<file path="config.mk">
export PLATFORM = sky130hd
export DESIGN_NAME = tss_fifo
export DESIGN_NICKNAME = d
export VERILOG_FILES = /design/src/hdl/tss_pkg.sv /design/src/hdl/tss_fifo.sv
export SDC_FILE = /design/constraint.sdc
export NUM_CORES = 1
export LEC_CHECK = 0
export ABC_AREA = 0
export BUFFER_PORTS_ARGS = -buffer_cell sky130_fd_sc_hd__buf_2
export CAP_MARGIN = 20
export CORE_UTILIZATION = 52
export DETAILED_ROUTE_END_ITERATION = 8
export PLACE_DENSITY = 0.88
export SYNTH_ARGS = -nofsm -noshare
export SYNTH_HDL_FRONTEND = slang
export SYNTH_SLANG_ARGS = --single-unit
export TNS_END_PERCENT = 10
</file>
<file path="constraint.sdc">
create_clock -name i_clk -period 7.1 [get_ports i_clk]
set_clock_uncertainty 0.2 [all_clocks]
set_input_delay 0.355 -clock i_clk [delete_from_list [all_inputs] [get_ports i_clk]]
set_output_delay 0.355 -clock i_clk [all_outputs]
set_load 0.05 [all_outputs]
</file>
<file path="src/hdl/tss_pkg.sv">
package tss_pkg;

    localparam int SLOTS         = 16;
    localparam int SLOT_W        = $clog2(SLOTS);
    localparam int MAX_FRAME_EXP = 10;
    localparam int EXP_W         = 4;
    localparam int ECNT_W        = EXP_W + 1;
    localparam int QDEPTH        = 2;
    localparam int QPTR_W        = $clog2(QDEPTH);
    localparam int QCNT_W        = $clog2(QDEPTH + 1);

    localparam logic [2:0] OPC_TICK   = 3'd0;
    localparam logic [2:0] OPC_TMO    = 3'd1;
    localparam logic [2:0] OPC_IVL    = 3'd2;
    localparam logic [2:0] OPC_FRM    = 3'd3;
    localparam logic [2:0] OPC_CANCEL = 3'd4;

    localparam logic [2:0] K_REG    = 3'd0;
    localparam logic [2:0] K_FULL   = 3'd1;
    localparam logic [2:0] K_BADEXP = 3'd2;
    localparam logic [2:0] K_FTMO   = 3'd3;
    localparam logic [2:0] K_FIVL   = 3'd4;
    localparam logic [2:0] K_FFRM   = 3'd5;
    localparam logic [2:0] K_TICK   = 3'd6;
    localparam logic [2:0] K_CANCEL = 3'd7;

    localparam logic [1:0] TY_TMO = 2'd0;
    localparam logic [1:0] TY_IVL = 2'd1;
    localparam logic [1:0] TY_FRM = 2'd2;

    typedef enum logic [2:0] {
        OP_TICK,
        OP_TMO,
        OP_IVL,
        OP_FRM,
        OP_CAN
    } t_op;

    typedef enum logic [3:0] {
        ST_IDLE,
        ST_TMO_SCAN,
        ST_TMO_ACT,
        ST_IVL_SCAN,
        ST_IVL_ACT,
        ST_DIV,
        ST_IVL_EMIT,
        ST_FRM_CHK,
        ST_FRM_SCAN,
        ST_FRM_ACT,
        ST_DONE
    } t_state;

    typedef struct packed {
        logic [2:0]  opcode;
        logic [31:0] time_now;
        logic [31:0] amount;
        logic [31:0] user_tag;
        logic [3:0]  cancel_slot;
    } t_in;

    typedef struct packed {
        logic [2:0]  kind;
        logic [3:0]  slot;
        logic [31:0] tag_out;
        logic [7:0]  fire_count;
        logic [31:0] elapsed;
        logic [31:0] frame_number;
        logic        last;
    } t_out;

    typedef struct packed {
        t_op op;
        t_in data;
    } t_cmd;

endpackage

</file>
<file path="src/hdl/tss_fifo.sv">
module tss_fifo import tss_pkg::*; (
    input  logic i_clk,
    input  logic i_rst_n,
    input  logic i_push,
    input  t_cmd i_data,
    output logic o_ready,
    input  logic i_pop,
    output logic o_valid,
    output t_cmd o_data
);

    t_cmd              r_mem [QDEPTH];
    logic [QPTR_W-1:0] r_wp;
    logic [QPTR_W-1:0] r_rp;
    logic [QCNT_W-1:0] r_cnt;

    assign o_ready = r_cnt != QCNT_W'(QDEPTH);
    assign o_valid = r_cnt != '0;
    assign o_data  = r_mem[r_rp];

    always_ff @(posedge i_clk) begin
        if (!i_rst_n) begin
            r_wp  <= '0;
            r_rp  <= '0;
            r_cnt <= '0;
        end else begin
            if (i_push) begin
                r_wp <= (r_wp == QPTR_W'(QDEPTH - 1)) ? '0 : r_wp + 1'b1;
            end
            if (i_pop) begin
                r_rp <= (r_rp == QPTR_W'(QDEPTH - 1)) ? '0 : r_rp + 1'b1;
            end
            r_cnt <= r_cnt + QCNT_W'(i_push) - QCNT_W'(i_pop);
        end
    end

    always_ff @(posedge i_clk) begin
        if (i_push) begin
            r_mem[r_wp] <= i_data;
        end
    end

endmodule

</file>
==> Yosys cells after proc, flatten, opt, wreduce, memory -nomap -nowiden <==
Memories as Yosys holds them, arrays and structs flattened. A register that Yosys moved wholly into a read port is not among the register bits.
Index checks and enable logic that the tools add are counted.
{ "classes": {"add_sub_neg": 4, "eq_ne": 1, "muxes": 6, "reduce_logical": 1} }
{ "op_table": {"columns": ["op", "count"], "rows": [
  ["1-bit two-way mux", 6],
  ["1-bit adder (second input constant)", 2],
  ["2-bit by 1-bit adder with 2-bit output", 1],
  ["2-bit != test (second input constant)", 1],
  ["2-bit nonzero test", 1],
  ["2-bit by 1-bit subtractor with 2-bit output", 1]
]} }
{ "totals": {"regBits": 4, "ramBits": 212, "input_bits": 110, "elab_cells": 16, "n_memories": 1} }
{ "mem_list": {"columns": ["name", "words", "word_bits", "read_ports", "rd_clocked_by_memory_dff", "wr", "line_no", "source"], "rows": [
  ["r_mem", 2, 106, 1, 1, 1, "tss_fifo.sv:12", "t_cmd r_mem [QDEPTH];"]
]} }

==> Logic depth before layout (Yosys ltp) <==
Gate-level depths: netlist (run 1).
{ "depth": {"word_depth": 4, "ltp_mapped": 6} }

==> Worst setup path before layout (run 1) <==
No wires, ideal clock.
{ "synth_path": {"path_kind": "flip-flop to flip-flop", "start": "register r_wp", "end": "memory r_mem[0][0] (netlist name) (enable)", "setup_time_ps": 585, "arrival_time_ps": 5006, "setup_slack_ps": 1309, "path_stages_with_launch": 2, "n_path_buf": 0, "synth_period_minus_slack_ps": 5791, "cell_sequence": "dfxtp_1 > nor2b_1"} }
{ "synth_lines": {"columns": ["element", "line_no", "source"], "rows": [
  ["start, declared", "tss_fifo.sv:13", "logic [QPTR_W-1:0] r_wp;"],
  ["start signal, assigned", "tss_fifo.sv:28", "r_wp <= (r_wp == QPTR_W'(QDEPTH - 1)) ? '0 : r_wp + 1'b1;"],
  ["end, declared", "tss_fifo.sv:12", null]
]} }
Straight into the memory's write port.

==> results of run 1 <==
-- cells in the final DEF, fill, tap and decap left out --
cell type / n
clkbuf_16: 23
ha_1: 2
buf_2: 217
inv_1: 2
nand2_1: 1
dfxtp_1: 4
and2_1: 3
nor2b_1: 2
buf_4: 4
clkinv_1: 6
o21a_1: 1
bufinv_16: 3
dfxtp_4: 1
edfxtp_1: 212
xor2_1: 1
xnor3_1: 1
mux2_2: 66
clkinv_2: 2
or2_2: 1
mux2_4: 40
clkinvlp_4: 1
and2_4: 1
nor2b_4: 1
clkbuf_1: 4
dlygate4sd3_1: 107
diode_2: 1
-- critical path, cell delays in order (launching register included) --
cell     delay [ns]
dfxtp_4        0.95
buf_4          0.71
mux2_2         0.42
buf_2          0.22
-- routing by layer --
metal | track usage, % | routed length, um | vias up
met1 | 22.1 | 6150 | 2185
met2 | 39.3 | 9090 | 197
met4 | 6.66 | 369 | 0
met5 | 0 | 0 | -
met3 | 5.06 | 1090 | 34
li1 | - | - | 2071
-- repair_timing --
action / 4_1_cts / 5_1_grt
hold buffers: 107 / 0
gates resized for setup: 0 / 0
hold endpoints to repair: 217 / 0
-- path summary, 6_finish.rpt --
kind / from / end / slack (ns) / cells past startpoint
hold / removal: i_pop / r_rp$_SDFFE_PN0P_ / 0.03 / 3
setup reg to reg: r_wp$_SDFFE_PN0P_ / r_mem[1][47]$_DFFE_PP_ / 4.71 / 2
hold reg to reg: r_rp$_SDFFE_PN0P_ / r_rp$_SDFFE_PN0P_ / 0.39 / 2
setup / recovery: flop / o_data[102] / 3.73 / 3
-- state kept, by name, indices dropped and copies added (netlist names), named ones only --
name / count
r_mem: 212
r_rp: 1
r_wp: 1
r_cnt: 2
-- logic make-up (layout without fill, tap and decap cells) --
kind of cell               count (synthesis)  after routing  share of synthesized area (%)
muxes                                    106            106                           16.7
DFF                                      217            217                           80.5
AOI/OAI and AO/OA                          1              1                         0.0935
adders and majority gates                  2              2                          0.311
and+or+nand+nor                            9              9                          0.670
xor gates and xnor gates                   2              2                          0.389
other                                      0              1                              0
buffers and inverters                     14            369                           1.31
-- through the flow --
step / setup slack (ns) / total power [mW] / std cells
floorplan: 1.31 / 1.92 / 351
CTS: 3.68 / 3.22 / 894
global route: 3.58 / 3.30 / 895
detailed placement: 4.20 / 2.03 / 748
finish: 3.73 / 3.20 / 895
global placement: 4.27 / 2.02 / 748
-- layout make-up --
cell class	instances	area share, %
sequential	217	58.3
antenna	1	0.0226
tap	188	2.12
clock buffer	27	5.32
timing repair buffer	328	19.7
inverter	2	0.0677
multi-input combinational	120	13.3
clock inverter	12	1.17
-- power breakdown --
group / leakage [nW] / switching [mW] / total, mW / internal (mW)
Combinational: 1.94 / 0.351 / 0.543 / 0.192
Sequential: 2.03 / 0.0340 / 1.52 / 1.48
Clock: 0.348 / 0.445 / 1.14 / 0.697
==> impl_metrics.toml, run 1 <==
[worst_setup_path]
crit_type = "flop to output pin"
critical_path_required_ns = 6.55
path_max_fanout = 62
end_kind = "output pin"
critPathLaunchType = "flop"
cp.arrival_ns = 2.81

[power]
power_density_nw_per_um2 = 289
power.leakage_nw = 4.32
ir_drop_mv = 0.247

[logic_synthesis]
synth-edff-count = 212
avgSynthCellArea_um2 = 22.9
synth_top_area_cell = "edfxtp_1"
yosysTopAreaCellShare_pct = 79.3
synthesis.area_um2 = 8030
ys_seq_area_share_pct = 80.5
synthArstFlopShare_pct = 0
ys_top_cells_by_count = "edfxtp_1, mux2_2, mux2_4"
synth_cell_types = 15
syn_nets = 463
synthTopCellsByArea = "edfxtp_1, mux2_2, mux2_4"
synthCells = 351
synth.most_common_cell = "edfxtp_1"
ys_warn_count = 0
ys_ff_latch = 217
synth_ff_type = "edfxtp_1"

[die]
initial_core_util_pct = 53.0
fp.dieW_um = 126
num_rows = 45
design.die.area_um2 = 15900
core_area_um2 = 15100
ioPinCount = 218
die_y_um = 126

[placement]
place_congestion = 0.711
io_buffer_count = 217
dpl_cell_area_um2 = 9300
dp.final_hpwl_mm = 9.12

[grt]
groute.usage.overall_pct = 20.5
antenna_found_initial = 1
grt_pass1_wl_mm = 24.8
grt_overflow_total = 0
grt_max_degree = 63
grt_pass1_vias = 4842

[sta]
max_freq_mhz = 297
rsz0062_at_grt = "false"
final_max_slew_viol_count = 0
tightest_slew_ns = 0.962
min_period_over_period_pct = 47.4
period_minus_slack_ns = 3.37
hold_violations = 0
hold_ws_ns = 0.0342
finalSetupViolCount = 0
max-slew-margin-rel_pct = 35.9
fin_setup_tns_ns = 0

[clocking]
root_buffer = "clkbuf_16"
cts_made_buffers = 22
clock_latency_ns = 0.49
post_cts_buffers = 0
cts.sinks = 217
cts_tree = "yes"
clk_pin_slew_ns = 0.06
clockBufferDepth = 3
htree_levels = 1

[flow_run]
drv_cap = 0

[detailed_routing]
vias_per_cell = 5.01
wire_per_inst_um = 18.7
drtIter0Drc = 241
drc = 0
wirelength_mm = 16.7
antenna_left = 0
vias = 4487
dr.pass1.iters = 4

[hold_path]
holdCritPathClass = "primary input to flop"

[final_layout]
regArea_um2 = 6470
final_util_pct = 73.3
syn_to_final_growth_pct = 38.1
design_area_um2 = 11100
drive_gt1_share_pct = 51.0
fillers = 852
multi_input_area_um2 = 1470
layout.nets = 803

[status]
status = "complete, no violations"
No activity file was read; power rests on OpenSTA's default activity.
==> run 2, diff against run 1 <==
Settings changed: CORE_UTILIZATION 52 to 47, PLACE_DENSITY 0.88 to 0.85.
Clock period 7.1 ns to 2.7 ns, I/O delays scaled along.
==> run 2 against run 1 <==
- flip-flop and latch count unchanged
- count of clock-buffer cells in the layout fell by 2
- wire length is 1.3% lower
- worst hold slack better by 0.13 ns
- register-to-register slack worse by 3.8 ns
- cell area grew 1.2%
- first-iteration DRC count down 30%
- total power grew to 2.6 times the previous value
- non-clock buffer count grew 5
- clock power grew to 2.6 times the previous value
- combinational power grew to 2.7 times the previous value
==> impl_metrics.toml, run 2 (same netlist as run 1, synthesis figures left out) <==
[status]
status = "complete, no violations"

[grt]
grt_pass1_wl_mm = 25.6
grt_max_degree = 68
antenna_found_initial = 1
groute.usage.overall_pct = 18.7
grt_pass1_vias = 5051
grt_overflow_total = 0

[worst_setup_path]
r2r_cells = 4
reg2reg_to = "r_wp$_SDFFE_PN0P_"
critPathLaunchType = "flop"
critical_path_required_ns = 2.37
end_kind = "output pin"
path_max_fanout = 55
cp.arrival_ns = 1.86
worstSetupEndpoint = "o_data[40]"
r2r_slack_ns = 0.87
crit_type = "flop to output pin"
rr_startpoint = "r_wp$_SDFFE_PN0P_"

[clocking]
clk_pin_slew_ns = 0.06
post_cts_buffers = 0
htree_levels = 1
cts_tree = "yes"
root_buffer = "clkbuf_16"
clockBufferDepth = 3
cts_resized = 0
cts.sinks = 217
cts_made_buffers = 22
clock_latency_ns = 0.49

[detailed_routing]
vias = 4469
wire_per_inst_um = 17.7
drc = 0
drtIter0Drc = 168
antenna_left = 0
wirelength_mm = 16.5
vias_per_cell = 4.80
dr.pass1.iters = 4

[hold_path]
holdCritPathClass = "primary input to flop"

[die]
die_y_um = 133
ioPinCount = 218
core_area_um2 = 16600
design.die.area_um2 = 17600
fp.dieW_um = 133
initial_core_util_pct = 48.3
num_rows = 47

[sta]
min_period_over_period_pct = 81.2
tightest_slew_ns = 0.564
hold_ws_ns = 0.169
max-slew-margin-rel_pct = 62.4
period_minus_slack_ns = 2.19
max_freq_mhz = 456
rsz0062_at_grt = "false"
finalSetupViolCount = 0
hold_violations = 0
setup_slack_ns = 0.507
final_max_slew_viol_count = 0

[final_layout]
top_register = "r_mem"
syn_to_final_growth_pct = 39.8
mostFrequentLayoutCell = "buf_2"
layout_common_cells = "buf_2, edfxtp_1, dlygate4sd3_1"
layout.nets = 808
drive_gt1_share_pct = 51.3
largest_reg_flops = 212
fillers = 1051
biggestRegsByFlops = "r_mem: 212 flops, r_cnt: 2 flops"
design_area_um2 = 11200

[placement]
place_ws_ns = 1.03
place_congestion = 0.769
dp.final_hpwl_mm = 9.54
dpl_cell_area_um2 = 9410
io_buffer_count = 217

[power]
power_density_nw_per_um2 = 751
power_mw = 8.43
power.leakage_nw = 4.37
ir_drop_mv = 0.660

[flow_run]
drv_cap = 0
==> run 2: changes by cell type in the layout (fill, tap and decap cells not counted) <==
cell	previous run	this run
buf_12	0	4
clkinv_1	6	5
buf_4	4	2
clkinvlp_4	1	0
clkinv_2	2	5
clkbuf_1	4	2
dlygate4sd3_1	107	110
==> run 2: final cells by class <==
type | count | area, um^2 | share of cell area [%]
antenna | 1 | 2.50 | 0.0223
clock buffer | 25 | 583 | 5.19
clock inverter | 13 | 134 | 1.19
inverter | 2 | 7.51 | 0.0669
multi-input combinational | 120 | 1470 | 13.1
sequential | 217 | 6470 | 57.6
tap | 220 | 275 | 2.45
timing repair buffer | 333 | 2280 | 20.3
==> run 2: metrics by stage <==
stage                     instances  setup TNS (ns)  utilization, %
final                           931               0            67.5
after global routing            931               0            67.5
after CTS                       930               0            67.4
after detailed placement        782               0            56.5
after global placement          782               0            56.5
after floorplan                 351          -85.23               -
==> run 2: power by group <==
group | switching (mW) | internal [mW] | total, mW
sequential | 0.0502 | 3.90 | 3.95
clock | 1.18 | 1.82 | 3.00
combinational | 0.965 | 0.521 | 1.49
total | 2.19 | 6.24 | 8.43
==> run 2: worst max-delay path: stages (launching register included) <==
cell and delay, ns:
dfxtp_4 0.37, buf_12 0.29, mux2_2 0.40, buf_2 0.21
==> run 2: timing repair <==
item,CTS,global route
endpoints found under the hold margin,217,0
setup endpoints to repair,0,0
hold buffers,110,0
==> run 2: worst min path at each step <==
stage,startpoint,endpoint,slack (ns),cells after the start
after floorplan,i_data[0],r_mem[0][0]$_DFFE_PP_,0.03,0
after global placement,i_data[17],r_mem[0][17]$_DFFE_PP_,0.12,1
after detailed placement,i_data[30],r_mem[0][30]$_DFFE_PP_,0.13,1
after CTS,i_data[93],r_mem[0][93]$_DFFE_PP_,0.14,2
after global routing,i_data[31],r_mem[1][31]$_DFFE_PP_,0.15,2
final,i_data[31],r_mem[0][31]$_DFFE_PP_,0.17,2
==> run 2: layer usage <==
| layer | GRT usage, % | routed length, um | part of all wire [%] | vias to the layer above |
|---|---|---|---|---|
| li1 | - | - | - | 2084 |
| met1 | 20.9 | 6290 | 38 | 2185 |
| met2 | 34.9 | 8830 | 54 | 167 |
| met3 | 4.10 | 991 | 6.0 | 33 |
| met4 | 6.64 | 381 | 2.3 | 0 |
| met5 | 0 | 0 | 0 | - |
==> run 3, diff against run 2 <==
Settings changed: ABC_AREA 0 to 1, CORE_UTILIZATION 47 to 52, PLACE_DENSITY 0.85 to 0.88.
Clock period 2.7 ns to 2.3 ns, I/O delays scaled along.
==> run 3 against run 2 <==
- synthesized area did not move
- sequential power increased by 17%
- critical endpoint is now o_data[37]
- largest power group unchanged
- global-route usage is 2.6 points higher
==> impl_metrics.toml, run 3 <==
[status]
status = "complete, no violations"

[logic_synthesis]
synth-xor-area-share_pct = 0
synth_cell_types = 12
synthArstFlopShare_pct = 0
synth.most_common_cell = "edfxtp_1"
synth_ff_type = "edfxtp_1"
synth_top_family_by_area = "multiplexers"
synthesis.area_um2 = 8030
ys_top_cells_by_count = "edfxtp_1, mux2_2, mux2_4"
synth_top_area_cell = "edfxtp_1"
synth-edff-count = 212
synth-compound-area-share_pct = 0.0623
synthTopCellsByArea = "edfxtp_1, mux2_2, mux2_4"
ys_ff_latch = 217
synthCells = 363
synth-simple-area-share_pct = 0.857
syn_nets = 475
avgSynthCellArea_um2 = 22.1
synthMuxAreaShare_pct = 16.7
synthAdderAreaFrac_pct = 0.312
ys_seq_area_share_pct = 80.5
ys_warn_count = 0
yosysTopAreaCellShare_pct = 79.3

[detailed_routing]
vias_per_cell = 5.11
dr.pass1.iters = 4
drc = 0
drtIter0Drc = 300
vias = 4651
wirelength_mm = 17.0
wire_per_inst_um = 18.7
antenna_left = 0

[sta]
max_freq_mhz = 469
period_minus_slack_ns = 2.13
hold_violations = 0
finalSetupViolCount = 0
min_period_over_period_pct = 92.8
final_max_slew_viol_count = 0
tightest_slew_ns = 0.642
rsz0062_at_grt = "false"
max-slew-margin-rel_pct = 57.2

[placement]
dp_cells = 762
dp.final_hpwl_mm = 9.21
io_buffer_count = 217
place_congestion = 0.691
dpl_cell_area_um2 = 9380

[die]
die_y_um = 126
design.die.area_um2 = 15900
core_area_um2 = 15100
ioPinCount = 218
num_rows = 45
fp.dieW_um = 126
initial_core_util_pct = 53.0

[worst_setup_path]
slowest_stage = "mux2_2"
end_kind = "output pin"
r2r_cells = 7
crit_type = "flop to output pin"
critical_path_buf_inv_count = 2
r2r_slack_ns = 0.24
critical_path_required_ns = 1.99
reg2reg_to = "r_cnt[0]$_SDFF_PN0_"
crit_family = "buffers and inverters"
worst_path_largest_cell_delay_ns = 0.39
cp.arrival_ns = 1.82
rr_startpoint = "r_cnt[0]$_SDFF_PN0_"
crit_chain = "buf_12 > mux2_2 > buf_2"
critPathLaunchType = "flop"
path_max_fanout = 58

[power]
seqPwrFrac_pct = 48.9
ir_drop_mv = 0.687
p_sw_share_pct = 25.7
clockPowerShare_pct = 34.6
p_int_mw = 7.05
power.leakage_nw = 4.35
switching_power_mw = 2.44
power_density_nw_per_um2 = 851
pwr-share-comb_pct = 16.5

[final_layout]
syn_to_final_growth_pct = 38.8
design_area_um2 = 11100
mostFrequentLayoutCell = "buf_2"
diodes = 0
biggestRegsByFlops = "r_mem: 212 flops, r_cnt: 2 flops"
largest_reg_flops = 212
layout_common_cells = "buf_2, edfxtp_1, dlygate4sd3_1"
layout.nets = 820
drive_gt1_share_pct = 49.8
fillers = 813
top_register = "r_mem"
stdcell_count = 911

[hold_path]
hold_path_depth = 2
hold_start = "i_data[0]"
holdCritPathClass = "primary input to flop"
min_to = "r_mem[0][0]$_DFFE_PP_"

[grt]
grt_max_degree = 61
grt.busiest_layer = "met2"
grt_pass1_wl_mm = 26.0
met1_usage_pct = 23.4
grt_use_met2_pct = 39.4
antenna_found_initial = 0
grt_overflow_total = 0
groute.usage.overall_pct = 21.3
use_met3_pct = 4.89
grt_pass1_vias = 5149

[clocking]
clk_pin_slew_ns = 0.06
clock_latency_ns = 0.48
root_buffer = "clkbuf_16"
cts.sinks = 217
htree_levels = 1
cts_tree = "yes"
cts_made_buffers = 22
clockBufferDepth = 3

[flow_run]
drv_cap = 0
-- run 3: changes by cell type in the layout (fill, tap and decap cells not counted), sizes merged, moves of 2 or more --
cell    change
nor2        +7
nor2b       -3
inv         +4
and2        -4
clkbuf      +4
bufinv      -2
nand2       +9
-- run 3: what timing repair did --
item	CTS	global route
setup endpoints to repair	0	0
buffers inserted	0	0
hold buffers	110	0
gates resized for setup	0	0
hold endpoints to repair	217	0
-- run 3: worst max path at each step --
| stage | from | cells past startpoint | end | slack (ns) |
|---|---|---|---|---|
| floorplan | r_wp$_SDFFE_PN0P_ | 2 | r_mem[1][0]$_DFFE_PP_ | -0.25 |
| global placement | flop | 3 | o_data[23] | 0.71 |
| detailed placement | flop | 3 | o_data[37] | 0.69 |
| CTS | flop | 3 | o_data[34] | 0.15 |
| global route | flop | 3 | o_data[37] | 0.12 |
| finish | flop | 3 | o_data[37] | 0.17 |
-- run 3: power by group through the flow --
stage	Combinational, mW	Clock (mW)	Sequential, mW
finish	1.57	3.28	4.64
global route	1.63	3.50	4.65
CTS	1.55	3.33	4.64
detailed placement	1.39	0	4.72
global placement	1.36	0	4.70
floorplan	1.05	0	4.70
-- run 3: logic make-up after synthesis --
group	Yosys count
adder cells (fa/ha/maj)	2
buffers and inverters	19
multiplexers	106
AND/OR/NAND/NOR	18
flip-flops	217
AO/OA/AOI/OAI	1
-- run 3: final cells by class --
cell class,count,area [um^2],area share (%)
inverter,7,30.0,0.269
clock buffer,29,598,5.36
sequential,217,6470,58.0
clock inverter,10,66.3,0.595
multi-input combinational,127,1450,13.0
tap,188,235,2.11
timing repair buffer,333,2290,20.6
-- run 3: routing by layer --
layer	wire, um	part of all wire, %
met1	6390	37
met2	9030	53
met3	1140	6.7
met4	481	2.8
met5	0	0
-- run 3: per-stage QoR --
step / utilization [%] / setup slack [ns] / hold slack, ns / power (mW) / TNS [ns]
after floorplan: - / -0.253 / 0.00845 / 5.76 / -47.97
after global placement: 61.9 / 0.714 / 0.102 / 6.06 / 0
after detailed placement: 61.9 / 0.693 / 0.106 / 6.11 / 0
after CTS: 73.6 / 0.155 / 0.131 / 9.51 / 0
after global routing: 73.6 / 0.121 / 0.144 / 9.79 / 0
final: 73.6 / 0.166 / 0.150 / 9.49 / 0
-- run 3: worst reg2reg max path, delay by kind of cell, from the launching register on --
family	cells	cell delay [ns]
and+or+nand+nor	1	0.10
DFF	1	0.31
buffers and inverters	4	0.77
adders and majority gates	2	0.58
