## src/hdl/tss_pkg.sv

```systemverilog
package tss_pkg;

    localparam int SLOTS         = 16;
    localparam int SLOT_W        = $clog2(SLOTS);
    localparam int MAX_FRAME_EXP = 10;
    localparam int EXP_W         = 4;
    localparam int ECNT_W        = EXP_W + 1;
    localparam int QDEPTH        = 2;
    localparam int QPTR_W        = $clog2(QDEPTH);
    localparam int QCNT_W        = $clog2(QDEPTH + 1);

    localparam logic [2:0] OPC_TICK   = 3'd0;
    localparam logic [2:0] OPC_TMO    = 3'd1;
    localparam logic [2:0] OPC_IVL    = 3'd2;
    localparam logic [2:0] OPC_FRM    = 3'd3;
    localparam logic [2:0] OPC_CANCEL = 3'd4;

    localparam logic [2:0] K_REG    = 3'd0;
    localparam logic [2:0] K_FULL   = 3'd1;
    localparam logic [2:0] K_BADEXP = 3'd2;
    localparam logic [2:0] K_FTMO   = 3'd3;
    localparam logic [2:0] K_FIVL   = 3'd4;
    localparam logic [2:0] K_FFRM   = 3'd5;
    localparam logic [2:0] K_TICK   = 3'd6;
    localparam logic [2:0] K_CANCEL = 3'd7;

    localparam logic [1:0] TY_TMO = 2'd0;
    localparam logic [1:0] TY_IVL = 2'd1;
    localparam logic [1:0] TY_FRM = 2'd2;

    typedef enum logic [2:0] {
        OP_TICK,
        OP_TMO,
        OP_IVL,
        OP_FRM,
        OP_CAN
    } t_op;

    typedef enum logic [3:0] {
        ST_IDLE,
        ST_TMO_SCAN,
        ST_TMO_ACT,
        ST_IVL_SCAN,
        ST_IVL_ACT,
        ST_DIV,
        ST_IVL_EMIT,
        ST_FRM_CHK,
        ST_FRM_SCAN,
        ST_FRM_ACT,
        ST_DONE
    } t_state;

    typedef struct packed {
        logic [2:0]  opcode;
        logic [31:0] time_now;
        logic [31:0] amount;
        logic [31:0] user_tag;
        logic [3:0]  cancel_slot;
    } t_in;

    typedef struct packed {
        logic [2:0]  kind;
        logic [3:0]  slot;
        logic [31:0] tag_out;
        logic [7:0]  fire_count;
        logic [31:0] elapsed;
        logic [31:0] frame_number;
        logic        last;
    } t_out;

    typedef struct packed {
        t_op op;
        t_in data;
    } t_cmd;

endpackage

```

## src/hdl/tss_back.sv

```systemverilog
module tss_back import tss_pkg::*; (
    input  logic        i_clk,
    input  logic        i_rst_n,
    input  logic        i_cmd_valid,
    input  t_cmd        i_cmd,
    output logic        o_cmd_pop,
    input  logic        i_cfg_valid,
    input  logic [31:0] i_cfg_data,
    output logic        o_out_valid,
    input  logic        i_out_ready,
    output t_out        o_out_data
);

    t_state r_state, n_state;

    logic              r_used  [SLOTS];
    logic              n_used  [SLOTS];
    logic [1:0]        r_type  [SLOTS];
    logic [1:0]        n_type  [SLOTS];
    logic              r_alive [SLOTS];
    logic              n_alive [SLOTS];
    logic [31:0]       r_dl    [SLOTS];
    logic [31:0]       n_dl    [SLOTS];
    logic [31:0]       r_per   [SLOTS];
    logic [31:0]       n_per   [SLOTS];
    logic [EXP_W-1:0]  r_exp   [SLOTS];
    logic [EXP_W-1:0]  n_exp   [SLOTS];
    logic [31:0]       r_tag   [SLOTS];
    logic [31:0]       n_tag   [SLOTS];
    logic [SLOT_W-1:0] r_ord   [SLOTS];
    logic [SLOT_W-1:0] n_ord   [SLOTS];
    logic              r_vis   [SLOTS];
    logic              n_vis   [SLOTS];

    logic [31:0]       r_lft, n_lft;
    logic [31:0]       r_fc, n_fc;
    logic [31:0]       r_now, n_now;
    logic [31:0]       r_el, n_el;
    logic [SLOT_W-1:0] r_idx, n_idx;
    logic [SLOT_W-1:0] r_best, n_best;
    logic [31:0]       r_best_dl, n_best_dl;
    logic [SLOT_W-1:0] r_best_ord, n_best_ord;
    logic              r_found, n_found;
    logic [ECNT_W-1:0] r_e, n_e;
    logic [32:0]       r_rem, n_rem;
    logic [31:0]       r_quo, n_quo;
    logic [31:0]       r_dvs, n_dvs;
    logic [4:0]        r_dcnt, n_dcnt;
    logic              r_out_valid, n_out_valid;
    t_out              r_out, n_out;

    logic              out_free;
    logic              emit;
    t_out              e_val;
    logic              do_free;
    logic [SLOT_W-1:0] rd;
    logic              cand;
    logic              better;
    logic              any_free;
    logic [SLOT_W-1:0] free_idx;
    logic [SLOT_W-1:0] cs_idx;
    logic              cs_ok;
    logic [32:0]       div_tmp;
    logic              div_ge;
    logic [7:0]        fire_cnt;
    logic [31:0]       amt;

    assign out_free    = !r_out_valid || i_out_ready;
    assign o_out_valid = r_out_valid;
    assign o_out_data  = r_out;
    assign rd = (r_state inside {ST_TMO_SCAN, ST_IVL_SCAN, ST_FRM_SCAN}) ? r_idx : r_best;
    assign cs_idx = SLOT_W'(i_cmd.data.cancel_slot);
    assign cs_ok  = {28'd0, i_cmd.data.cancel_slot} < 32'(SLOTS);
    assign amt    = i_cmd.data.amount;
    assign div_tmp = {r_rem[31:0], r_quo[31]};
    assign div_ge  = div_tmp >= {1'b0, r_dvs};
    assign fire_cnt = (r_quo >= 32'd255) ? 8'hFF : r_quo[7:0] + 8'd1;

    always_comb begin
        any_free = 1'b0;
        free_idx = '0;
        for (int j = SLOTS - 1; j >= 0; j--) begin
            if (!r_used[j]) begin
                any_free = 1'b1;
                free_idx = SLOT_W'(j);
            end
        end
    end

    always_comb begin
        cand   = 1'b0;
        better = 1'b0;
        case (r_state)
            ST_TMO_SCAN: begin
                cand   = r_used[rd] && r_type[rd] == TY_TMO && r_dl[rd] <= r_now;
                better = !r_found || r_dl[rd] < r_best_dl ||
                         (r_dl[rd] == r_best_dl && r_ord[rd] > r_best_ord);
            end
            ST_IVL_SCAN: begin
                cand   = r_used[rd] && r_type[rd] == TY_IVL && !r_vis[rd];
                better = !r_found || r_ord[rd] < r_best_ord;
            end
            ST_FRM_SCAN: begin
                cand   = r_used[rd] && r_type[rd] == TY_FRM && !r_vis[rd] &&
                         r_exp[rd] == r_e[EXP_W-1:0];
                better = !r_found || r_ord[rd] < r_best_ord;
            end
            default: begin
                cand   = 1'b0;
                better = 1'b0;
            end
        endcase
    end

    always_comb begin
        n_state    = r_state;
        n_used     = r_used;
        n_type     = r_type;
        n_alive    = r_alive;
        n_dl       = r_dl;
        n_per      = r_per;
        n_exp      = r_exp;
        n_tag      = r_tag;
        n_ord      = r_ord;
        n_vis      = r_vis;
        n_lft      = r_lft;
        n_fc       = r_fc;
        n_now      = r_now;
        n_el       = r_el;
        n_idx      = r_idx;
        n_best     = r_best;
        n_best_dl  = r_best_dl;
        n_best_ord = r_best_ord;
        n_found    = r_found;
        n_e        = r_e;
        n_rem      = r_rem;
        n_quo      = r_quo;
        n_dvs      = r_dvs;
        n_dcnt     = r_dcnt;
        o_cmd_pop  = 1'b0;
        emit       = 1'b0;
        do_free    = 1'b0;
        e_val      = '0;
        e_val.frame_number = r_fc;
        e_val.elapsed      = r_el;
        e_val.slot         = 4'(r_best);
        e_val.tag_out      = r_tag[rd];
        e_val.fire_count   = 8'd1;

        if (i_cfg_valid) begin
            n_lft = i_cfg_data;
        end

        if (r_state inside {ST_TMO_SCAN, ST_IVL_SCAN, ST_FRM_SCAN}) begin
            if (cand && better) begin
                n_found    = 1'b1;
                n_best     = r_idx;
                n_best_dl  = r_dl[rd];
                n_best_ord = r_ord[rd];
            end
            n_idx = r_idx + 1'b1;
        end

        case (r_state)
            ST_IDLE: begin
                if (i_cmd_valid) begin
                    case (i_cmd.op)
                        OP_TICK: begin
                            o_cmd_pop = 1'b1;
                            n_fc      = r_fc + 32'd1;
                            n_el      = i_cmd.data.time_now - r_lft;
                            n_lft     = i_cmd.data.time_now;
                            n_now     = i_cmd.data.time_now;
                            n_found   = 1'b0;
                            n_idx     = '0;
                            n_state   = ST_TMO_SCAN;
                        end
                        OP_CAN: begin
                            if (out_free) begin
                                o_cmd_pop = 1'b1;
                                emit      = 1'b1;
                                e_val     = '0;
                                e_val.kind = K_CANCEL;
                                e_val.slot = i_cmd.data.cancel_slot;
                                e_val.frame_number = r_fc;
                                if (cs_ok && r_used[cs_idx]) begin
                                    n_alive[cs_idx] = 1'b0;
                                end
                            end
                        end
                        default: begin
                            if (out_free) begin
                                o_cmd_pop = 1'b1;
                                emit      = 1'b1;
                                e_val     = '0;
                                e_val.frame_number = r_fc;
                                if (i_cmd.op == OP_FRM && amt > 32'(MAX_FRAME_EXP)) begin
                                    e_val.kind = K_BADEXP;
                                end else if (!any_free) begin
                                    e_val.kind = K_FULL;
                                end else begin
                                    e_val.kind = K_REG;
                                    e_val.slot = 4'(free_idx);
                                    for (int j = 0; j < SLOTS; j++) begin
                                        if (r_used[j]) begin
                                            n_ord[j] = r_ord[j] + 1'b1;
                                        end
                                    end
                                    n_used[free_idx]  = 1'b1;
                                    n_ord[free_idx]   = '0;
                                    n_alive[free_idx] = 1'b1;
                                    n_tag[free_idx]   = i_cmd.data.user_tag;
                                    n_per[free_idx]   = '0;
                                    n_exp[free_idx]   = '0;
                                    case (i_cmd.op)
                                        OP_TMO: begin
                                            n_type[free_idx] = TY_TMO;
                                            n_dl[free_idx] = r_lft +
                                                ((amt != 32'd0) ? amt : 32'd1);
                                        end
                                        OP_IVL: begin
                                            n_type[free_idx] = TY_IVL;
                                            n_dl[free_idx]   = r_lft + amt;
                                            n_per[free_idx]  = amt;
                                        end
                                        default: begin
                                            n_type[free_idx] = TY_FRM;
                                            n_dl[free_idx]   = r_lft;
                                            n_exp[free_idx]  = amt[EXP_W-1:0];
                                        end
                                    endcase
                                end
                            end
                        end
                    endcase
                end
            end
            ST_TMO_SCAN: begin
                if (r_idx == SLOT_W'(SLOTS - 1)) begin
                    n_idx = '0;
                    if (n_found) begin
                        n_state = ST_TMO_ACT;
                    end else begin
                        for (int j = 0; j < SLOTS; j++) begin
                            n_vis[j] = 1'b0;
                        end
                        n_state = ST_IVL_SCAN;
                    end
                end
            end
            ST_TMO_ACT: begin
                if (!r_alive[rd] || out_free) begin
                    if (r_alive[rd]) begin
                        emit       = 1'b1;
                        e_val.kind = K_FTMO;
                    end
                    do_free = 1'b1;
                    n_found = 1'b0;
                    n_idx   = '0;
                    n_state = ST_TMO_SCAN;
                end
            end
            ST_IVL_SCAN: begin
                if (r_idx == SLOT_W'(SLOTS - 1)) begin
                    n_idx = '0;
                    if (n_found) begin
                        n_state = ST_IVL_ACT;
                    end else begin
                        n_e     = '0;
                        n_state = ST_FRM_CHK;
                    end
                end
            end
            ST_IVL_ACT: begin
                n_vis[r_best] = 1'b1;
                if (r_dl[rd] > r_now) begin
                    n_found = 1'b0;
                    n_state = ST_IVL_SCAN;
                end else if (!r_alive[rd]) begin
                    do_free = 1'b1;
                    n_found = 1'b0;
                    n_state = ST_IVL_SCAN;
                end else if (r_per[rd] == 32'd0) begin
                    if (out_free) begin
                        emit       = 1'b1;
                        e_val.kind = K_FIVL;
                        do_free    = 1'b1;
                        n_found    = 1'b0;
                        n_state    = ST_IVL_SCAN;
                    end
                end else begin
                    n_rem   = '0;
                    n_quo   = r_now - r_dl[rd];
                    n_dvs   = r_per[rd];
                    n_dcnt  = '0;
                    n_state = ST_DIV;
                end
            end
            ST_DIV: begin
                n_rem  = div_ge ? div_tmp - {1'b0, r_dvs} : div_tmp;
                n_quo  = {r_quo[30:0], div_ge};
                n_dcnt = r_dcnt + 5'd1;
                if (r_dcnt == 5'd31) begin
                    n_state = ST_IVL_EMIT;
                end
            end
            ST_IVL_EMIT: begin
                if (out_free) begin
                    emit             = 1'b1;
                    e_val.kind       = K_FIVL;
                    e_val.fire_count = fire_cnt;
                    // Deadline plus (q + 1) periods equals now minus remainder plus period.
                    n_dl[r_best]     = r_now - r_rem[31:0] + r_dvs;
                    n_found          = 1'b0;
                    n_state          = ST_IVL_SCAN;
                end
            end
            ST_FRM_CHK: begin
                if (r_e > ECNT_W'(MAX_FRAME_EXP)) begin
                    n_state = ST_DONE;
                end else if ((r_fc & ((32'd1 << r_e) - 32'd1)) != 32'd0) begin
                    n_e = r_e + 1'b1;
                end else begin
                    for (int j = 0; j < SLOTS; j++) begin
                        n_vis[j] = 1'b0;
                    end
                    n_found = 1'b0;
                    n_idx   = '0;
                    n_state = ST_FRM_SCAN;
                end
            end
            ST_FRM_SCAN: begin
                if (r_idx == SLOT_W'(SLOTS - 1)) begin
                    n_idx = '0;
                    if (n_found) begin
                        n_state = ST_FRM_ACT;
                    end else begin
                        n_e     = r_e + 1'b1;
                        n_state = ST_FRM_CHK;
                    end
                end
            end
            ST_FRM_ACT: begin
                n_vis[r_best] = 1'b1;
                if (!r_alive[rd]) begin
                    do_free = 1'b1;
                    n_found = 1'b0;
                    n_state = ST_FRM_SCAN;
                end else if (r_dl[rd] > r_now) begin
                    n_found = 1'b0;
                    n_state = ST_FRM_SCAN;
                end else if (out_free) begin
                    emit       = 1'b1;
                    e_val.kind = K_FFRM;
                    n_found    = 1'b0;
                    n_state    = ST_FRM_SCAN;
                end
            end
            ST_DONE: begin
                if (out_free) begin
                    emit       = 1'b1;
                    e_val      = '0;
                    e_val.kind = K_TICK;
                    e_val.elapsed      = r_el;
                    e_val.frame_number = r_fc;
                    n_state    = ST_IDLE;
                end
            end
            default: begin
                n_state = ST_IDLE;
            end
        endcase

        if (do_free) begin
            n_used[r_best] = 1'b0;
            for (int j = 0; j < SLOTS; j++) begin
                if (r_used[j] && r_ord[j] > r_best_ord) begin
                    n_ord[j] = r_ord[j] - 1'b1;
                end
            end
        end

        // Only the tick done item closes a tick; fire items do not, and every other item is single.
        e_val.last = (e_val.kind != K_FTMO) && (e_val.kind != K_FIVL) &&
                     (e_val.kind != K_FFRM);

        n_out_valid = r_out_valid && !i_out_ready;
        n_out       = r_out;
        if (emit) begin
            n_out_valid = 1'b1;
            n_out       = e_val;
        end
    end

    always_ff @(posedge i_clk) begin
        if (!i_rst_n) begin
            r_state     <= ST_IDLE;
            r_out_valid <= 1'b0;
            r_lft       <= '0;
            r_fc        <= '0;
            for (int j = 0; j < SLOTS; j++) begin
                r_used[j] <= 1'b0;
            end
        end else begin
            r_state     <= n_state;
            r_out_valid <= n_out_valid;
            r_lft       <= n_lft;
            r_fc        <= n_fc;
            r_used      <= n_used;
        end
    end

    always_ff @(posedge i_clk) begin
        r_type     <= n_type;
        r_alive    <= n_alive;
        r_dl       <= n_dl;
        r_per      <= n_per;
        r_exp      <= n_exp;
        r_tag      <= n_tag;
        r_ord      <= n_ord;
        r_vis      <= n_vis;
        r_now      <= n_now;
        r_el       <= n_el;
        r_idx      <= n_idx;
        r_best     <= n_best;
        r_best_dl  <= n_best_dl;
        r_best_ord <= n_best_ord;
        r_found    <= n_found;
        r_e        <= n_e;
        r_rem      <= n_rem;
        r_quo      <= n_quo;
        r_dvs      <= n_dvs;
        r_dcnt     <= n_dcnt;
        r_out      <= n_out;
    end

    a_div_nonzero: assert property (@(posedge i_clk) disable iff (!i_rst_n)
        r_state == ST_DIV |-> r_dvs != 32'd0)
        else $error("divider running with a zero period");

    a_exp_range: assert property (@(posedge i_clk) disable iff (!i_rst_n)
        r_state == ST_FRM_SCAN |-> r_e <= ECNT_W'(MAX_FRAME_EXP))
        else $error("frame scan beyond the largest exponent");

    a_freed: assert property (@(posedge i_clk) disable iff (!i_rst_n)
        (r_state == ST_TMO_ACT && n_state == ST_TMO_SCAN) |=> !r_used[$past(r_best)])
        else $error("fired timeout slot still in use");

    a_pop_idle: assert property (@(posedge i_clk) disable iff (!i_rst_n)
        o_cmd_pop |-> r_state == ST_IDLE && i_cmd_valid)
        else $error("queue popped outside idle");

endmodule

```

## config.mk

```make
export PLATFORM = sky130hd
export DESIGN_NAME = tss_back
export DESIGN_NICKNAME = d
export VERILOG_FILES = /design/src/hdl/tss_pkg.sv /design/src/hdl/tss_back.sv
export SDC_FILE = /design/constraint.sdc
export NUM_CORES = 2
export LEC_CHECK = 0
export BUFFER_PORTS_ARGS = -buffer_cell sky130_fd_sc_hd__buf_2
export CORE_MARGIN = 1.5
export CORE_UTILIZATION = 45
export DETAILED_ROUTE_END_ITERATION = 6
export PLACE_DENSITY_LB_ADDON = 0.2
export SLEW_MARGIN = 20
export SYNTH_ARGS = -nofsm -noshare
export SYNTH_HDL_FRONTEND = slang
export SYNTH_SLANG_ARGS = --single-unit
```

## constraint.sdc

```tcl
create_clock -name i_clk -period 12.1 [get_ports i_clk]
set_input_delay 1.815 -clock i_clk [delete_from_list [all_inputs] [get_ports i_clk]]
set_output_delay 1.815 -clock i_clk [all_outputs]
set_load 0.005 [all_outputs]
```

**Word level (Yosys, flattened, before mapping)**

Index checks and enable logic that the tools add are counted.

- Bits in registers: 2,140
- Input port bits: 143
- Output and inout bits: 114

- Add/sub/neg operators: 45
- $lt $le $gt $ge: 32
- Equal/unequal tests: 49
- Shifts and indexed selects: 1
- Multiplexer cells: 362
- Bitwise gates (word level): 30
- Reductions and logical operators: 70

Operator list:

| kind | number |
|---|---|
| $mux W512 | 7 |
| $bwmux W512 | 6 |
| $pmux W512 S2 | 2 |
| $mux W4 | 177 |
| $mux W32 | 20 |
| $and A512 B512 Y512 | 1 |
| $mux W64 | 8 |
| $not A512 Y512 | 1 |
| $mux W112 | 4 |
| $bmux W32 S4 | 3 |
| $demux W32 S4 | 2 |
| $mux W16 | 16 |
| $pmux W112 S2 | 1 |
| $pmux W32 S2 | 3 |
| $pmux W65 S2 | 1 |
| $and A64 B64 Y64 | 2 |
| $sub A32 B32 Y32 | 4 |
| $add A32 B32 Y32 | 3 |
| $or A16 B16 Y16 | 5 |
| $pmux W36 S2 | 1 |
| $add A4 B1 Y4 const B | 17 |
| $gt A4 B4 Y1 | 17 |
| $and A16 B16 Y16 | 4 |
| $and A32 B32 Y32 | 2 |
| other kinds (81) | 282 |

**Longest topological paths before layout**

- Word-level depth: 31
- Mapped depth: 36
- Gate-level depth less buffers: 23

**Least setup slack after synthesis**

OpenSTA, ideal clock, no wires.

- Path type: reg-to-reg
- Start: reg r_state[1]
- End: reg r_best[0], enable pin
- Library setup time: 511 ps
- Data arrival time: 8,363 ps
- Required time: 11,589 ps
- Setup slack: 3,226 ps
- Cell stages (with the launch flop): 33
- Cells stage by stage: dfxtp_1 > buf_6 > or3b_1 > buf_2 > a21oi_4 > o21a_4 > buf_6 > buf_6 > buf_6 > buf_2 > buf_2 > clkbuf_1 > clkbuf_1 > clkbuf_1 > nand2_1 > nand3_1 > nand3_1 > nand2_1 > nand2_1 > nand2_1 > inv_1 > ha_1 > a21o_1 > a21oi_1 > o211ai_1 > a311oi_1 > o21bai_1 > a221oi_1 > a22oi_1 > a21oi_1 > nor2_1 > a21oi_1 > a311oi_1

- Cells in the longest elaborated chain, start to end: 14

Ends and longest elaborated chain:

| what | RTL line | source |
|---|---|---|
| from (decl) | tss_back.sv:14 | `t_state r_state, n_state;` |
| from (signal assigned) | tss_back.sv:405 | `r_state <= n_state;` |
| parallel branches: the longest is 13 deep, another holds $lt A32 B32 Y1 | -- |  |
| $reduce_and A2 Y1 (no source line) (*) | -- |  |
| to (signal assigned) | tss_back.sv:425 | `r_best <= n_best;` |
| to (decl) | tss_back.sv:40 | `logic [SLOT_W-1:0] r_best, n_best;` |

Every way passes the cells marked *. The select of a mux whose other input is x is not followed.
A chain may end at the register's enable or synchronous reset.

**Worst setup path after layout**

- Start: reg r_state[3]
- End: reg r_vis[10] (netlist name), enable pin

- Cells in the longest elaborated chain, start to end: 17

Ends and longest elaborated chain:

| what | RTL line | source |
|---|---|---|
| parallel branches: the longest is 16 deep, another holds $lt A32 B32 Y1 | -- |  |
| $reduce_and A5 Y1 (no source line) (*) | -- |  |
| to (signal assigned) | tss_back.sv:421 | `r_vis <= n_vis;` |
| to (decl) | tss_back.sv:32 | `logic r_vis [SLOTS];` |

Marked as above.

==> metrics.md <==
| Metric | Value |
|---|---|
| Row count | `around 190` |
| Antenna Nets Post-Route | `0` |
| Leading area contributor after synthesis | `edfxtp_1` |
| Maximum operating frequency | `between 100 and 150 MHz` |
| # resized after CTS | `0` |
| Final Hold Vio Count | `0` |
| Largest net degree at the start of global routing | `188` |
| Max Cap Viol | `0` |
| Power Dens Cells | `234 nW/µm²` |
| Avg Cell Area, Syn | `between 10 and 15 µm²` |
| Routed WL per cell | `between 30 and 40 µm` |
| Worst Clk Skew | `about 0.12 ns` |
| Top FF cell, synth | `edfxtp_1` |
| Total negative slack | `0 ns` |
| Routed vias/inst | `around 7` |
| Cell count after synthesis | `around 12000` |
| Number of global-route vias before repair | `slightly below 100k` |
| Initial antenna violation count | `31` |
| Syn Std Cell Area | `119000 µm²` |
| CTS Buffer Depth | `4` |
| Count leader, synth | `edfxtp_1` |
| Synth async-reset ratio | `0%` |
| Post-CTS setup buffers | `0` |
| Number of synthesized flops with an enable pin | `1986` |
| Synth cell count leaders | `edfxtp_1 (1986), nand2_1 (1956), nand3_1 (884), clkbuf_1 (852), a22o_1 (603)` |
| Family with the most delay on the worst path | `compound AO/OA/AOI/OAI gates` |
| Final setup viols | `0` |
| RSZ-0062 raised after global routing | `false` |
| Root Buffer | `clkbuf_16` |
| H-tree depth | `4` |
| Switching Share | `43.6%` |
| #FFs+latches synth | `2140` |
| Chip height | `around 520 µm` |
| Drt first pass iters | `7` |
| P_leak | `50.2 nW` |
| CP Buf/Inv Count | `2` |
| Worst Setup Path Type | `flop to flop` |
| Min Tclk post-route | `a little under 10 ns` |
| Internal power | `17.5 mW` |
| Slowest CP cell | `a221oi_1` |
| Layout cells sized above 1 | `10.3%` |
| CORE AREA | `around 260000 µm²` |
| Register Area | `62700 µm²` |
| Net load switching power | `roughly 14 mW` |
| Arrival time worst endpoint | `10.29 ns` |
| Register area share after synthesis | `52.5%` |
| Distinct cells, synth | `around 100` |
| CP Cell Sequence | `or3b_1 -> a21oi_4 -> o21a_4 -> buf_4 -> nand2_1 -> nand3_1 -> nand3_1 -> nand2_1 -> nand2_1 -> nand2_1 -> inv_1 -> fa_1 -> a21o_1 -> a21oi_1 -> o211ai_1 -> a311oi_1 -> o21bai_1 -> a221oi_1 -> a22oi_1 -> a21oi_1 -> nor3_1 -> a311oi_2 -> a41oi_1 -> o21ai_2` |
| Area fraction of the dominant cell type after synthesis | `49.9%` |
| Net Count, Synth | `between 10000 and 15000` |
| Final Cycle Share | `between 80% and 90%` |
| Clk slew on worst S/H paths | `~0.070 ns` |
| CP Capture Type | `flop` |
| DRT iter0 DRCs | `~17000` |
| Total GRT Usage | `36.7%` |
| Port Buffer Count | `about 250` |
| Die X | `518 µm` |
| Worst path most repeated cell | `nand2_1` |
| Post-CTS Hold Fix Bufs | `0` |
| Initial Utilization | `between 40 and 50%` |
| # IOs | `between 200 and 300` |
| Num CTS Buffers | `approximately 240` |
| Crit path largest cell delay | `about 0.85 ns` |
| Max-slew violation count | `0` |
| Worst hold-check path type | `flop to flop` |
| Synth warnings | `0` |
| Final Power | `approximately 31 mW` |
| Worst-Skew Late Latency | `between 1 and 1.5 ns` |
| Failing checks | `design-rule violations` |
| Routed via count | `~110k` |
| Sequential share of power | `approximately 33%` |
| Wirelength, routed | `about 500000 µm` |
| Least-Margin Pin Slew | `between 1 and 1.5 ns` |
| Synth area leaders | `edfxtp_1 (50%), nand2_1 (6.1%), a22o_1 (4.4%)` |
| Comb power frac | `a little over two fifths` |
| Worst VDD drop | `between 0.15 and 0.2 mV` |
| Final nets | `between 10000 and 15000` |
| TritonCTS clock tree | `yes` |
| Multi-input logic area | `between 50000 and 60000 µm²` |
| Worst rel slew slack | `between 10% and 20%` |
| Clk sinks | `between 2000 and 2500` |
| Layout area overhead | `11.2%` |
| DP HPWL | `approximately 320000 µm` |
| Full die area | `~270000 µm²` |
| Global-route wire length before repair | `between 700000 and 800000 µm` |
| Fin area | `around 130000 µm²` |
| Placer Congestion | `0.985` |
| Crit path max fanout | `47` |
| Crit path launch type | `flop` |
| Fillers | `between 20000 and 25000` |
| DRC | `11` |
| Clock power frac | `24.1%` |
| Placement Cell Area | `~120000 µm²` |
| Remaining Overflow, GRT | `0` |
| Status | `finished, violations left` |
| Worst EP required | `between 10 and 15 ns` |
| WHS | `around 0.49 ns` |
routing by layer:
metal | vias to the layer above | routed length [µm] | part of all wire [%] | track usage, %
met4 | 28 | 37800 | 7.4 | 23.1
met5 | - | 254 | 0.050 | 0.160
met2 | 8344 | 214000 | 42 | 52.9
li1 | 44200 | - | - | -
met3 | 1695 | 69200 | 13 | 11.1
met1 | 51800 | 192000 | 37 | 48.1
kinds of logic after synthesis:
logic type | Yosys count | synth area share [%]
mux | 245 | 2.14
fa+ha+maj | 368 | 4.08
flops | 2140 | 52.5
xor+xnor | 213 | 1.56
compound gates | 3260 | 19.5
simple gates | 4176 | 15.6
buf+inv | 1404 | 4.61
power groups by stage:
stage | Clock, mW | Sequential, mW | Combinational, mW
floorplan | 0 | 10.2 | 7.69
global placement | 0 | 10.3 | 12.7
detailed placement | 0 | 10.3 | 12.8
CTS | 7.55 | 10.1 | 12.9
global route | 7.80 | 10.2 | 13.9
finish | 7.50 | 10.2 | 13.4
final cells by class:
class / count / area share (%)
multi-input combinational: 8262 / 39.4
tap: 3515 / 3.31
clock buffer: 294 / 4.74
antenna: 18 / 0.0339
clock inverter: 152 / 1.17
timing repair buffer: 598 / 3.05
sequential: 2140 / 47.2
inverter: 378 / 1.07
stage by stage:
stage | setup WS (ns) | instances | utilization, %
6_report | 2.38 | 15400 | 50.5
5_1_grt | 2.26 | 15300 | 50.5
4_1_cts | 2.84 | 15300 | 50.4
3_5_place_dp | 2.86 | 14900 | 47.4
3_3_place_gp | 3.02 | 14900 | 47.4
2_1_floorplan | 3.23 | 11800 | -
placed cells by master, fill, tap and decap left out, types with 136 or more instances in the layout:
master / instances
nand3_1: 880
mux2i_1: 207
inv_1: 372
a211oi_1: 136
nand2_1: 1951
nor2_1: 514
nor3_1: 193
o22ai_1: 233
a22oi_1: 163
buf_4: 330
dfxtp_1: 153
o21ai_0: 398
a21oi_1: 565
clkbuf_16: 243
buf_2: 253
a22o_1: 602
ha_1: 332
and3_1: 136
xnor2_1: 136
o221ai_1: 148
edfxtp_1: 1986
path summary, 6_finish.rpt:
path                                  from   endpoint  slack, ns  cells after the start
worst min-delay path             r_ord[27]  r_ord[27]       0.49                      1
worst max register to register  r_state[3]  r_vis[10]       2.38                     24
worst max-delay path            r_state[3]  r_vis[10]       2.38                     24
worst min register to register   r_ord[27]  r_ord[27]       0.49                      1
worst register-to-register path: cells and delay by family, from the launching register on:
kind / cells / cell delay [ns]
simple gates: 8 / 1.95
compound gates: 13 / 5.23
fa+ha+maj: 1 / 0.46
buf+inv: 2 / 0.85
flops: 1 / 0.84
Power figures use the tool's default switching activity.
